## src/hw/rtl/accu_history.sv

```systemverilog
// history stack storage: one write port, one registered read port
module accu_history #(
	parameter int DEPTH = 64,
	localparam int ADDR_W = $clog2(DEPTH)
) (
	input  logic              clk,
	input  logic              wr_en,
	input  logic [ADDR_W-1:0] wr_addr,
	input  logic [31:0]       wr_data,
	input  logic              rd_en,
	input  logic [ADDR_W-1:0] rd_addr,
	output logic [31:0]       rd_data
);

	logic [31:0] mem [DEPTH];

	always_ff @(posedge clk) begin
		if (wr_en) begin
			mem[wr_addr] <= wr_data;
		end
	end

	always_ff @(posedge clk) begin
		if (rd_en) begin
			rd_data <= mem[rd_addr];
		end
	end

endmodule

```

## config.mk

```make
export PLATFORM = sky130hd
export DESIGN_NAME = accu_history
export DESIGN_NICKNAME = d
export VERILOG_FILES = /design/src/hw/rtl/accu_history.sv
export SDC_FILE = /design/constraint.sdc
export NUM_CORES = 2
export LEC_CHECK = 0
export BUFFER_PORTS_ARGS = -buffer_cell sky130_fd_sc_hd__buf_2
export CORE_UTILIZATION = 60
export DETAILED_ROUTE_END_ITERATION = 10
export PLACE_DENSITY_LB_ADDON = 0.3
export RECOVER_POWER = 50
export SLEW_MARGIN = 20
export SYNTH_ARGS = -nofsm -noshare
export SYNTH_HDL_FRONTEND = slang
export SYNTH_SLANG_ARGS = --single-unit
```

## constraint.sdc

```tcl
create_clock -name clk -period 4.12 [get_ports clk]
set_input_delay 0.206 -clock clk [delete_from_list [all_inputs] [get_ports clk]]
set_output_delay 0.206 -clock clk [all_outputs]
set_load 0.01 [all_outputs]
```

### Word level (Yosys, flattened, before mapping)

Memory sizes are Yosys's and may differ from the RTL's. A register that Yosys moved wholly into a read port is not among the register bits.
Cells that the tools add are included.

* multiplexer cells: 2

Operators with widths (number)
* 1-bit two-way mux: 2

* output and inout bits: 32
* bits in writable memories: 2048
* register bits after elaboration: 0
* memories: 1
* word-level logic and storage cells: 3

Memory list
* mem: words 64, bits a word 32, rd ports 1, clocked after Yosys merged registers in 1, write ports 1, RTL line 15 `logic [31:0] mem [DEPTH];`

### Depth between registers and ports, before layout

* depth after elaboration: 2
* mapped depth: 10

### Worst setup path before layout

No wires, ideal clock.

* kind: input-to-reg
* from: in wr_addr[3]
* to: mem mem[48][0] (enable)
* cell stages on the path: 4
* path slack: 0.754 ns
* arrival time: 2.905 ns
* cells stage by stage: clkbuf_1 nor2b_1 nand4b_1 nor3_1

RTL lines
* start, declared: RTL line 8 `input logic [ADDR_W-1:0] wr_addr,`
* end, declared: RTL line 15

No word-level cell before the write port.

### Worst setup path in the final report

* from: in wr_data[26]
* to: mem mem[14][26], data pin

RTL lines
* start, declared: RTL line 9 `input logic [31:0] wr_data,`

No word-level cell before the write port.

==> out/results.txt <==
Kind of critical path - in -> reg
Setup TNS - 0 ns
Clock Tree Root - clkbuf_16
Antenna-violating nets left - 0
Vias - 38397
RSZ-0062 raised after global routing - no
Synthesized net count - 3371
Reg2Reg Depth - 4
Post-CTS Setup Inserts - 0
Syn Area/Cell - 23.7 um2
WL final - 197000 um
FF+latch count, synth - 2080
Async set-reset flop share out of synthesis - 0
Iter 0 DRT Violations - 5927
DRC viols - 0
Total power - 42.7 mW
R2r setup slk - 1.83 ns
Die Wd - 364 um
Ports - 79
Leading area contributor after synthesis - edfxtp_1
Final Hold Fails - 0
DR WL/cell - 35.9 um
Area Overhead vs Synth - 12.4%
Delay-heaviest family, CP - buffers and inverters
Placer Congestion - 0.832
Setup violations, final - 0
Fill cells - 7588
Register Area - 62500 um2
Arrival time at the worst endpoint - 3.05 ns
Dpl cells - 5117
GR peak layer - met2
Critical path cell sequence - dlygate4sd3_1 -> clkbuf_1
Hold Path Stages - 3
H-tree depth - 4
Number of flops mapped to enable cells by yosys - 2080
Worst-path clk slew - 0.06 ns
Bufs and invs on worst path - 2
TritonCTS clock tree - built
GRT met2 Usage - 0.475
Finished Layout Cells - 5497
Avg Vias per Cell - 6.99
GRT Util Overall - 0.304
Slew @ Worst Pin - 3.24 ns
# rows - 132
Finished layout cell area - 88600 um2
CTS Buffer Depth - 3
Core area - 130000 um2
Global route overflow - 0
Worst Path Required - 4.26 ns
Hold Path Origin - wr_addr[2]
Worst Hold End - mem[54][17]$_DFFE_PP_
DRT Pass-1 Iters - 5
Met1 Use GR - 0.430
Sink Count - 2080
Setup Skew - 0.0321 ns
Max-cap violations - 33
Post-place instance area - 82500 um2
Reg-to-reg endpoint - rd_data[29]$_DFFE_PP_
Initial Utilization - 0.607
Leak - 27.5 nW
Layout cells sized above 1 - 0.286
Die Y - 364 um
Most numerous cell in the Yosys netlist - edfxtp_1
Multi-input logic area - 15900 um2
First-pass GRT wire length - 280000 um
Top FF cell, synth - edfxtp_1
Number of global-route vias before repair - 38786
Crit end category - flop
Slowest CP cell - clkbuf_1
Fin nets - 3639
Die ar. - 133000 um2
Max-slew headroom - -1.16
Initial antenna violation count - 14
Resized Gates After CTS - 0
Fmax - 344 MHz
Post-Syn Area - 78800 um2
Count of cell types in the netlist - 33
Crit path max fanout - 64
Period utilization - 0.705
Largest net degree at the start of global routing - 85
Max VDD drop - 0.309 mV
CP startpoint kind - input port
Status - finished, violations left
Hold_buf cts - 0
IO Port Bufs - 78
CTS Buf Count - 191
P per Cell Area - 482 nW/um2
Met3 usage - 0.0647
Hold crit path type - in -> reg
Clock latency on the worst-skew pair - 0.83 ns
Worst reg2reg path startpoint - mem[12][29]$_DFFE_PP_
Gate Count Post-Synth - 3324
Sequential-to-total area share from yosys stat - 0.792
Synth warnings - 0
Failing checks - capacitance limit, slew limit
Largest cells by area after synthesis - edfxtp_1 79%, mux4_2 16%, mux2i_1 1.2%
Post-DP HPWL - 108000 um
Max incr delay on CP - 2.18 ns
Final Max Slew Viols - 2056
Synth top cells by count - 2080 x edfxtp_1, 544 x mux4_2, 137 x nor2_1, 93 x mux2i_1, 84 x o22ai_1
Crit path time final - 2.90 ns
Synth top area share - 0.792
==> per-stage QoR <==
step	util	setup slack [ns]	hold slack, ns
2_1_floorplan	-	0.754	0.305
3_3_place_gp	0.635	0.819	0.626
3_5_place_dp	0.635	0.802	0.632
4_1_cts	0.681	1.68	0.0373
5_1_grt	0.682	1.24	0.0785
6_report	0.682	1.22	0.0654
==> report_power, final <==
group	total (mW)	switching, mW	internal, mW
registers	23.6	0.0908	23.5
logic	2.09	1.30	0.791
clock network	17.0	7.58	9.42
==> metal layers <==
layer / wire, um / part of all wire / up-vias
met5: 49 / 0.00025 / -
met3: 24300 / 0.12 / 412
met4: 7790 / 0.039 / 10
met2: 94800 / 0.48 / 2858
li1: - / - / 14838
met1: 70500 / 0.36 / 20279
==> cell families (layout without fill, tap and decap cells) <==
logic type / Yosys count / in the layout / synth area share
buffers and inverters: 182 / 607 / 0.0112
AO/OA/AOI/OAI: 202 / 202 / 0.0167
flip-flops: 2080 / 2080 / 0.792
other: 0 / 6 / 0
AND/OR/NAND/NOR: 223 / 223 / 0.0126
multiplexers: 637 / 637 / 0.167
==> flip-flops by register name, indices dropped and copies added, names as in the netlist <==
name and cells:
mem 2048, rd_data 32
==> worst max-delay path by stage <==
stage | from | end | slack (ns) | depth (start not counted)
finish | wr_data[26] | mem[14][26]$_DFFE_PP_ | 1.22 | 2
global route | wr_data[19] | mem[11][19]$_DFFE_PP_ | 1.24 | 2
CTS | rd_addr[0] | rd_data[31]$_DFFE_PP_ | 1.68 | 6
detailed placement | rd_addr[0] | rd_data[31]$_DFFE_PP_ | 0.80 | 6
global placement | rd_addr[0] | rd_data[31]$_DFFE_PP_ | 0.82 | 6
floorplan | wr_addr[3] | mem[48][0]$_DFFE_PP_ | 0.75 | 4
==> worst reg2reg max path, delay by kind of cell (launching register included) <==
kind	cells	cell delay, ns
mux	2	1.05
compound gates	1	0.48
simple gates	1	0.11
flops	1	0.39
==> cell usage in the layout (no fill, tap or decap), types with 6 or more instances in the layout <==
cell           netlist  layout
a21oi_1             62      62
a22oi_1             12      12
a311oi_1             8       8
buf_12               0      25
buf_2               57      41
buf_4               25     130
bufinv_16            0      12
clkbuf_1            74      73
clkbuf_16            0     195
clkinv_1             0      53
clkinv_2             0      37
clkinv_8             0       6
diode_2              0       6
dlygate4sd3_1        0      21
edfxtp_1          2080    2080
inv_6                0       6
mux2i_1             93      93
mux4_2             544     544
nand2_1             26      25
nand2b_1             8       7
nor2_1             137      78
nor2_4               0      59
nor2b_1             15      15
o221ai_1            27      27
o22ai_1             84      84
==> cell type report <==
type                            instances  area share
Clock buffer                          231      0.0566
Tap cell                             1742      0.0246
Antenna cell                            6    0.000169
Timing Repair Buffer                  257      0.0234
Multi-Input combinational cell       1062       0.180
Sequential cell                      2080       0.705
Clock inverter                        119      0.0107
Power figures use the tool's default switching activity.
