### src/hw/rtl/accu_pkg.sv
// shared types and constants of the undo-history accumulator
package accu_pkg;

	localparam int DATA_W   = 32;
	localparam int KIND_W   = 3;
	localparam int STATUS_W = 3;
	localparam int COUNT_W  = 7;

	localparam logic signed [DATA_W-1:0] Q_MAX = {1'b0, {(DATA_W-1){1'b1}}};
	localparam logic signed [DATA_W-1:0] Q_MIN = {1'b1, {(DATA_W-1){1'b0}}};

	typedef enum logic [KIND_W-1:0] {
		KIND_ADD  = 3'd0,
		KIND_SUB  = 3'd1,
		KIND_MUL  = 3'd2,
		KIND_DIV  = 3'd3,
		KIND_UNDO = 3'd4
	} accu_kind_t;

	typedef enum logic [STATUS_W-1:0] {
		STAT_OK         = 3'd0,
		STAT_DIV_ZERO   = 3'd1,
		STAT_UNDO_EMPTY = 3'd2,
		STAT_FULL       = 3'd3,
		STAT_SAT        = 3'd4
	} accu_status_t;

	typedef struct packed {
		logic                     done;
		logic                     sat;
		logic signed [DATA_W-1:0] quot;
	} accu_div_res_t;

endpackage

### src/hw/rtl/accu_divider.sv
// radix-2 restoring divider for (a * 2^16) / b with truncation and saturation
module accu_divider import accu_pkg::*; (
	input  logic                     clk,
	input  logic                     arst_n,
	input  logic                     start,
	input  logic signed [DATA_W-1:0] dividend,
	input  logic signed [DATA_W-1:0] divisor,
	output accu_div_res_t            res
);

	localparam int FRAC_W    = 16;
	localparam int DIV_STEPS = DATA_W + FRAC_W;
	localparam int STEP_W    = $clog2(DIV_STEPS);

	localparam logic [DIV_STEPS-1:0] NEG_LIMIT = DIV_STEPS'(1) << (DATA_W - 1);
	localparam logic [DIV_STEPS-1:0] POS_LIMIT = NEG_LIMIT - DIV_STEPS'(1);

	logic                 busy_q;
	logic                 fin_q;
	logic                 done_q;
	logic [STEP_W-1:0]    step_q;
	logic [DATA_W-1:0]    rem_q;
	logic [DIV_STEPS-1:0] quo_q;
	logic [DATA_W-1:0]    dvs_q;
	logic                 neg_q;
	logic                 sat_q;
	logic [DATA_W-1:0]    quot_q;

	logic [DATA_W-1:0]    dvd_mag;
	logic [DATA_W-1:0]    dvs_mag;
	logic [DATA_W:0]      rem_sh;
	logic                 take;
	logic [DATA_W:0]      rem_diff;

	assign dvd_mag  = dividend[DATA_W-1] ? DATA_W'(-dividend) : DATA_W'(dividend);
	assign dvs_mag  = divisor[DATA_W-1] ? DATA_W'(-divisor) : DATA_W'(divisor);
	assign rem_sh   = {rem_q, quo_q[DIV_STEPS-1]};
	assign take     = rem_sh >= {1'b0, dvs_q};
	assign rem_diff = rem_sh - {1'b0, dvs_q};

	always_ff @(posedge clk or negedge arst_n) begin
		if (!arst_n) begin
			busy_q <= 1'b0;
			fin_q  <= 1'b0;
			done_q <= 1'b0;
			step_q <= '0;
		end else begin
			done_q <= fin_q;
			fin_q  <= 1'b0;
			if (start) begin
				busy_q <= 1'b1;
				step_q <= '0;
			end else if (busy_q) begin
				step_q <= step_q + STEP_W'(1);
				if (step_q == STEP_W'(DIV_STEPS - 1)) begin
					busy_q <= 1'b0;
					fin_q  <= 1'b1;
				end
			end
		end
	end

	always_ff @(posedge clk) begin
		if (start) begin
			quo_q <= {dvd_mag, {FRAC_W{1'b0}}};
			rem_q <= '0;
			dvs_q <= dvs_mag;
			neg_q <= dividend[DATA_W-1] ^ divisor[DATA_W-1];
		end else if (busy_q) begin
			// quotient bits shift in from the bottom as dividend bits leave the top
			quo_q <= {quo_q[DIV_STEPS-2:0], take};
			rem_q <= take ? rem_diff[DATA_W-1:0] : rem_sh[DATA_W-1:0];
		end
		if (fin_q) begin
			if (neg_q) begin
				sat_q  <= quo_q > NEG_LIMIT;
				quot_q <= (quo_q > NEG_LIMIT) ? Q_MIN : DATA_W'(-quo_q[DATA_W-1:0]);
			end else begin
				sat_q  <= quo_q > POS_LIMIT;
				quot_q <= (quo_q > POS_LIMIT) ? Q_MAX : quo_q[DATA_W-1:0];
			end
		end
	end

	assign res.done = done_q;
	assign res.sat  = sat_q;
	assign res.quot = quot_q;

endmodule

### config.mk
export PLATFORM = sky130hd
export DESIGN_NAME = accu_divider
export DESIGN_NICKNAME = d
export VERILOG_FILES = /design/src/hw/rtl/accu_pkg.sv /design/src/hw/rtl/accu_divider.sv
export SDC_FILE = /design/constraint.sdc
export NUM_CORES = 1
export LEC_CHECK = 0
export BUFFER_PORTS_ARGS = -buffer_cell sky130_fd_sc_hd__buf_2
export CAP_MARGIN = 25
export CORE_ASPECT_RATIO = 1.25
export CORE_MARGIN = 2
export CORE_UTILIZATION = 40
export CTS_CLUSTER_SIZE = 12
export DETAILED_ROUTE_END_ITERATION = 7
export PLACE_DENSITY = 0.68
export SLEW_MARGIN = 20
export SYNTH_ARGS = -nofsm -noshare
export SYNTH_HDL_FRONTEND = slang
export SYNTH_SLANG_ARGS = --single-unit
### constraint.sdc
create_clock -name clk -period 6.3 [get_ports clk]
set_input_delay 0.945 -clock clk [delete_from_list [all_inputs] [get_ports clk]]
set_output_delay 0.945 -clock clk [all_outputs]
set_load 0.01 [all_outputs]
# Yosys cells after proc, flatten, opt, wreduce, memory -nomap -nowiden
# Cells that the tools add are included.
# W data, S select, Z words.
totals:
  ramBits: 0
  mem_bits_ro: 0
  input_bits: 67
  elab_cells: 40
  reg_bits: 155
  out_inout_bits: 34
  latchBits: 0
  mem_count: 0
classes:
  addsub: 5
  order_cmp: 3
  mux: 17
  reduce_logical: 1
  bitwise_logic: 1
  n_shift: 0
  n_eq_ne: 1
  multipliers: 0
  div_mod_pow: 0
ops:
  columns: ["op", "count"]
  rows:
  - ["$mux W32", 5]
  - ["$mux W48", 2]
  - ["$neg A32 Y32", 3]
  - ["$gt A48 B31 Y1 const B", 1]
  - ["$gt A48 B32 Y1 const B", 1]
  - ["$ge A33 B32 Y1", 1]
  - ["$sub A32 B32 Y32", 1]
  - ["$mux W31", 1]
  - ["$mux W6", 2]
  - ["$mux W1", 7]
  - ["$add A6 B1 Y6 const B", 1]
  - ["$eq A6 B6 Y1 const B", 1]
  - ["$reduce_bool A2 Y1", 1]
  - ["$xor A1 B1 Y1", 1]

# Depth between registers and ports, before layout
# Gate-level depths: netlist of run 1.
depth:
  word_depth: 4
  depth_mapped: 13

# Least setup slack after synthesis of run 1
# OpenSTA, ideal clock, no wires.
synth_path:
  kind: "in2reg"
  from: "in dividend[14]"
  to: "reg quo_q[46] (data pin)"
  setup_slack_ps: 2686
  path_stages: 8
  arrival_ps: 3358
  cell_sequence: "or3_4 > or3_4 > or3_4 > or4_4 > or3_4 > o41ai_4 > xnor2_1 > a22o_1"
synth_between:
  elab_chain_len: 3
synth_lines:
  columns: ["item", "line_no", "rtl"]
  rows:
  - ["start, declared", "accu_divider.sv:6", "input logic signed [DATA_W-1:0] dividend,"]
  - ["$neg A32 Y32", "accu_divider.sv:35", "assign dvd_mag = dividend[DATA_W-1] ? DATA_W'(-dividend) : DATA_W'(dividend);"]
  - ["$mux W32", "accu_divider.sv:35", null]
  - ["$mux W48", "accu_divider.sv:64", "if (start) begin"]
  - ["end signal, assigned", "accu_divider.sv:65", "quo_q <= {dvd_mag, {FRAC_W{1'b0}}};"]
  - ["end signal, assigned", "accu_divider.sv:71", "quo_q <= {quo_q[DIV_STEPS-2:0], take};"]
  - ["end, declared", "accu_divider.sv:23", "logic [DIV_STEPS-1:0] quo_q;"]
# Every way passes these cells.
# A chain may end at the register's enable or synchronous reset.

# Final worst setup path of run 1
layout_path:
  from: "reg quo_q[0]"
  to: "reg quot_q[17] (data pin)"
layout_between:
  elab_chain_len: 3
  elab_cells_between_ends: 6
  cone_classes: "1 x add/sub; 2 x order compare; 3 x mux"
layout_lines:
  columns: ["item", "line_no", "rtl"]
  rows:
  - ["$gt A48 B31 Y1 (tied with other cells)", "accu_divider.sv:80", "quot_q <= (quo_q > POS_LIMIT) ? Q_MAX : quo_q[DATA_W-1:0];"]
  - ["$mux W32, on equally long branches", "accu_divider.sv:80, accu_divider.sv:77", null]
  - ["$mux W32 *", "accu_divider.sv:75", "if (neg_q) begin"]
  - ["end signal, assigned", "accu_divider.sv:77", "quot_q <= (quo_q > NEG_LIMIT) ? Q_MIN : DATA_W'(-quo_q[DATA_W-1:0]);"]
  - ["end signal, assigned", "accu_divider.sv:80", null]
  - ["end, declared", "accu_divider.sv:27", "logic [DATA_W-1:0] quot_q;"]
# Mark *: on every way between the ends. The rest lies on a longest branch, timed or not.

==> results.json, run 1 <==
{
  "hold_violations": 0,
  "ios": 101,
  "drv_slew": 0,
  "status": "finished, final reports clean",
  "post_cts.repair.setup_buffers": 0,
  "worstPathArrival_ps": 4230,
  "period_share_pct": 64.3,
  "required_ps": 6480,
  "ys_seq_area_share_pct": 42.1,
  "cp_max_fo": 28,
  "finalWeightedCongestion": 0.886,
  "wl_um": 22000,
  "start_kind": "flop",
  "via_per_inst": 5.48,
  "synth_cell_types": 63,
  "drt_iter0_drc": 549,
  "synth_edf_count": 98,
  "drc": 0,
  "coreArea_sq_um": 24300,
  "wl_per_cell_um": 14.9,
  "clock_skew_ps": 9.76,
  "top_layer": "met4",
  "vias": 8096,
  "syn_nets": 1171,
  "slew_headroom_pct": 40.6,
  "yosys-top-cells-area": "edfxtp_1, dfxtp_1, xnor2_1",
  "period_minus_slack_ps": 4050,
  "design_area_sq_um": 11200,
  "fin_setup_tns_ps": 0,
  "grt_pass1_wl_um": 36400,
  "drv_cap": 0,
  "hold_buffers": 0,
  "drive_above_1_share_pct": 14.3,
  "cts_tree": "built",
  "critical_path_class": "flop to flop",
  "die_w_um": 144,
  "firstDrtPassIters": 5,
  "area.growth.synth_to_final_pct": 13.7,
  "synth_ff_type": "edfxtp_1",
  "synth_top_area_share_pct": 30.0,
  "clk_pin_slew_ps": 70,
  "cts_buffer_depth": 2,
  "pre_cts_slack_ps": 2240,
  "rows": 64,
  "cts.repair.resized": 0,
  "grt_max_degree": 74,
  "end_kind": "flop",
  "nNetsFinal": 1237,
  "grt_pass1_vias": 7488,
  "place_hpwl_um": 15900,
  "hold_class": "input pin to asynchronous set/reset pin",
  "dpl-instance-area_sq_um": 10600,
  "async_reset_ff_share_pct": 5.81,
  "die_area_sq_um": 25800,
  "io_buffers": 100,
  "timing.fmax_mhz": 247,
  "setup_viol": 0,
  "cts-root-buf": "clkbuf_16",
  "fin_ws_ps": 2250,
  "num-fill-cells": 2325,
  "ys_ff_latch": 155,
  "met1_length_um": 9640,
  "synth_area_sq_um": 9800,
  "fin_cells": 1478,
  "power.leakage_nw": 4.55,
  "synth_cells": 1067,
  "synth_area_per_cell_sq_um": 9.19,
  "ir_drop_mv": 0.199,
  "p_per_area_nw_per_um2": 296,
  "cts_sinks": 155,
  "routed-wl-met2_um": 11100,
  "holdWs_ps": 360,
  "finalPower_mw": 3.30,
  "synth.most_common_cell": "nand2_1",
  "yosys.area.top_type": "edfxtp_1",
  "track_usage_pct": 17.6,
  "synth_commonest_cells": "nand2_1, edfxtp_1, nor2_1, xnor2_1, o21ai_0",
  "antenna_found_initial": 2,
  "postRouteAntennaNets": 0,
  "cts_buffers": 17,
  "die_y_um": 179,
  "rsz0062_at_grt": "false",
  "grt.overflow.total": 0,
  "start_util_pct": 40.4,
  "dr_wl_met3_um": 764,
  "worst_pin_slew_ps": 890,
  "clk_latency_ps": 430,
  "post-place-cells": 1443,
  "yosys_warnings": 0,
  "htreeDepth": 4,
  "finish.utilization_pct": 46.0
}
[area by class of cell]
type	count	area, sq um	share of cell area (%)
tap	330	413	3.70
clock inverter	15	150	1.35
inverter	59	221	1.99
clock buffer	17	425	3.82
sequential	155	4130	37.0
antenna	2	5.00	0.0449
multi-input combinational	791	5230	46.9
timing repair buffer	109	578	5.18
[report_power, final]
group | switching, mW | leakage [nW] | internal, mW
sequential | 0.0922 | 1.48 | 1.20
clock | 0.455 | 0.271 | 0.557
combinational | 0.572 | 2.80 | 0.422
total | 1.12 | 4.55 | 2.18
[routing by layer]
metal | GRT usage [%] | vias to the layer above
li1 | - | 4076
met1 | 21.1 | 3771
met2 | 31.2 | 220
met3 | 2.78 | 29
met4 | 7.03 | 0
met5 | 0 | -
[worst paths after layout]
check                                      startpoint                   end  slack, ps  cells after the start
worst max register to register  quo_q[0]$_SDFFE_PP0P_  quot_q[17]$_DFFE_PP_       2250                     11
worst max-delay path            quo_q[0]$_SDFFE_PP0P_  quot_q[17]$_DFFE_PP_       2250                     11
min in group clk                      fin_q$_DFF_PN0_      done_q$_DFF_PN0_        390                      0
max in group asynchronous                      arst_n      busy_q$_DFF_PN0_       5730                      1
worst min register to register        fin_q$_DFF_PN0_      done_q$_DFF_PN0_        390                      0
worst min-delay path                           arst_n      done_q$_DFF_PN0_        360                      1
[placed cells by master (no fill, tap or decap), types with 4 or more instances in the layout]
| master | instances |
|---|---|
| dfrtp_1 | 8 |
| buf_2 | 99 |
| or3_4 | 5 |
| ha_1 | 36 |
| a31oi_1 | 6 |
| nor3b_1 | 4 |
| nor2_1 | 97 |
| inv_6 | 5 |
| a22o_1 | 31 |
| o311ai_0 | 27 |
| or4_1 | 8 |
| edfxtp_1 | 98 |
| nor4_1 | 10 |
| and2_1 | 4 |
| inv_1 | 59 |
| buf_4 | 9 |
| a21o_1 | 20 |
| nand2_1 | 100 |
| nand3_1 | 19 |
| nor3_1 | 33 |
| clkinvlp_4 | 4 |
| xnor2_1 | 78 |
| nand4_1 | 8 |
| nand2b_1 | 12 |
| xor2_1 | 12 |
| a21oi_1 | 51 |
| or3_1 | 23 |
| mux2i_1 | 25 |
| or2_2 | 8 |
| clkbuf_16 | 17 |
| a32oi_1 | 4 |
| o41ai_1 | 12 |
| o21ai_0 | 67 |
| a211oi_1 | 24 |
| o31ai_1 | 17 |
| dfxtp_1 | 48 |
[flip-flops by register name, indices dropped and copies added, names as in the netlist]
signal and count:
quo_q 48, dvs_q 32, quot_q 32, rem_q 32
step_q 6, busy_q 1, done_q 1, fin_q 1
neg_q 1, sat_q 1
[worst max-delay path: stages, from the launching register on]
cell and delay [ps]:
dfxtp_1 360, inv_1 100, ha_1 210, nor3b_1 310
nand2_1 130, or3_1 400, nor3b_1 390, nand2_1 90
a21o_1 480, inv_1 200, nand2_1 500, o311ai_0 640
[logic make-up after synthesis]
| kind of cell | Yosys count | share of synthesized area [%] |
|---|---|---|
| and+or+nand+nor | 347 | 17.1 |
| AOI/OAI and AO/OA | 291 | 20.6 |
| DFF | 155 | 42.1 |
| buffers and inverters | 121 | 4.75 |
| xor gates and xnor gates | 90 | 8.04 |
| adders and majority gates | 37 | 4.80 |
| muxes | 26 | 2.67 |
Power figures use the tool's default switching activity.
==> inputs of run 2 (changes only) <==
Settings changed: PLACE_DENSITY 0.68 to 0.7.
Clock period 6.3 ns to 3.45 ns, I/O delays scaled along.
==> results.json, run 2 (synthesis results as in run 1) <==
{
  "drv_slew": 0,
  "io_buffers": 100,
  "end_kind": "flop",
  "cts_buffers": 17,
  "via_per_inst": 5.48,
  "start_kind": "flop",
  "die_y_um": 179,
  "clk_latency_ps": 430,
  "drc": 0,
  "cts_sinks": 155,
  "clk_pin_slew_ps": 70,
  "finalPower_mw": 6.10,
  "worst_pin_slew_ps": 829,
  "switching_share_pct": 33.7,
  "rsz0062_at_grt": "false",
  "ir_drop_mv": 0.353,
  "required_ps": 3640,
  "final_common_cell": "nand2_1",
  "power.leakage_nw": 4.68,
  "place_hpwl_um": 16500,
  "cts-root-buf": "clkbuf_16",
  "die_area_sq_um": 25800,
  "drive_above_1_share_pct": 16.2,
  "p_per_area_nw_per_um2": 537,
  "hold_class": "input pin to flop",
  "htreeDepth": 4,
  "ff2ff_setup_slack_ps": 250,
  "hold_violations": 0,
  "grt_pass1_wl_um": 36500,
  "worstPathArrival_ps": 3390,
  "antenna_found_initial": 4,
  "wl_um": 22400,
  "die_w_um": 144,
  "drt_iter0_drc": 471,
  "grt.overflow.total": 0,
  "clock_skew_ps": 15.6,
  "seq_power_share_pct": 38.5,
  "wl_per_cell_um": 14.9,
  "area.growth.synth_to_final_pct": 15.9,
  "coreArea_sq_um": 24300,
  "cts_tree": "built",
  "drv_cap": 0,
  "nNetsFinal": 1262,
  "fin_setup_tns_ps": 0,
  "grt_pass1_vias": 7659,
  "power.internal_mw": 4.05,
  "setup_viol": 0,
  "largest_reg_flops": 48,
  "ios": 101,
  "num-fill-cells": 2311,
  "firstDrtPassIters": 5,
  "slew_headroom_pct": 44.7,
  "p_clk_share_pct": 30.2,
  "timing.fmax_mhz": 312,
  "track_usage_pct": 17.7,
  "cp_max_fo": 13,
  "top_register": "quo_q",
  "finalWeightedCongestion": 0.896,
  "p_sw_mw": 2.05,
  "period_share_pct": 92.8,
  "final_cell_mix": "nand2_1, buf_2, edfxtp_1",
  "start_util_pct": 40.4,
  "rows": 64,
  "power_frac_comb_pct": 31.3,
  "status": "finished, final reports clean",
  "period_minus_slack_ps": 3200,
  "postRouteAntennaNets": 0,
  "grt_max_degree": 73,
  "cts_buffer_depth": 2,
  "critical_path_class": "flop to flop",
  "vias": 8247
}
==> run 2: changes by cell type in the layout (fill, tap and decap cells not counted), sizes merged <==
cell and change:
clkinv +1, buf +24, dlygate4sd3 +1, inv -1, diode +2
==> run 2: power groups by stage <==
stage	Sequential, mW	Clock (mW)	Combinational (mW)
4_1_cts	2.34	1.88	1.90
5_1_grt	2.37	1.97	2.14
3_5_place_dp	2.38	0	1.89
6_report	2.35	1.84	1.91
3_3_place_gp	2.38	0	1.86
2_1_floorplan	2.34	0	1.42
==> run 2: repair_timing <==
action / in CTS / in global routing
setup endpoints to repair: 0 / 3
hold endpoints to repair: 9 / 0
hold buffers: 1 / 0
setup buffers: 0 / 0
resized for setup: 0 / 1
==> run 2: critical path, stage by stage (launching register included) <==
cell	delay (ps)
dfxtp_1	380
nor4_1	420
nand4_1	170
or3_1	460
nor3b_1	260
nand2_1	80
a21o_1	190
inv_1	70
nand2_1	260
buf_4	290
o311ai_0	390
==> run 2: path summary, 6_finish.rpt <==
kind,startpoint,endpoint,cells after the start
min in group asynchronous,arst_n,done_q$_DFF_PN0_,2
min reg2reg,fin_q$_DFF_PN0_,done_q$_DFF_PN0_,0
max in group asynchronous,arst_n,busy_q$_DFF_PN0_,2
min,divisor[0],dvs_q[0]$_DFFE_PP_,1
max,quo_q[12]$_SDFFE_PP0P_,quot_q[29]$_DFFE_PP_,10
max reg2reg,quo_q[12]$_SDFFE_PP0P_,quot_q[29]$_DFFE_PP_,10
==> run 2: metrics by stage <==
step / worst slack, ps / instances / utilization [%] / hold slack, ps / cell area (sq um)
global placement: 81.3 / 1468 / 44.3 / 393 / 10800
floorplan: 263 / 1067 / - / 222 / 9800
detailed placement: -34.8 / 1468 / 44.3 / 390 / 10800
finish: 247 / 1505 / 46.8 / 294 / 11400
CTS: 239 / 1501 / 46.8 / 283 / 11300
global route: 0.843 / 1505 / 46.8 / 299 / 11400
==> run 2: metal layers <==
metal	routed length [um]	share of wire (%)	track usage (%)	vias up
met2	11700	52	32.9	195
met5	0	0	0	-
li1	-	-	-	4129
met4	576	2.6	7.03	0
met3	745	3.3	2.78	40
met1	9380	42	20.0	3883
==> run 2: final cells by class <==
class	instances	area (sq um)	share of cell area [%]
diodes	4	10.0	0.0881
clock buffers	17	425	3.74
inverters	59	221	1.95
well taps	330	413	3.63
repair buffers	134	773	6.81
clock inverters	15	156	1.38
multi-input cells	791	5230	46.1
flip-flops and latches	155	4130	36.4
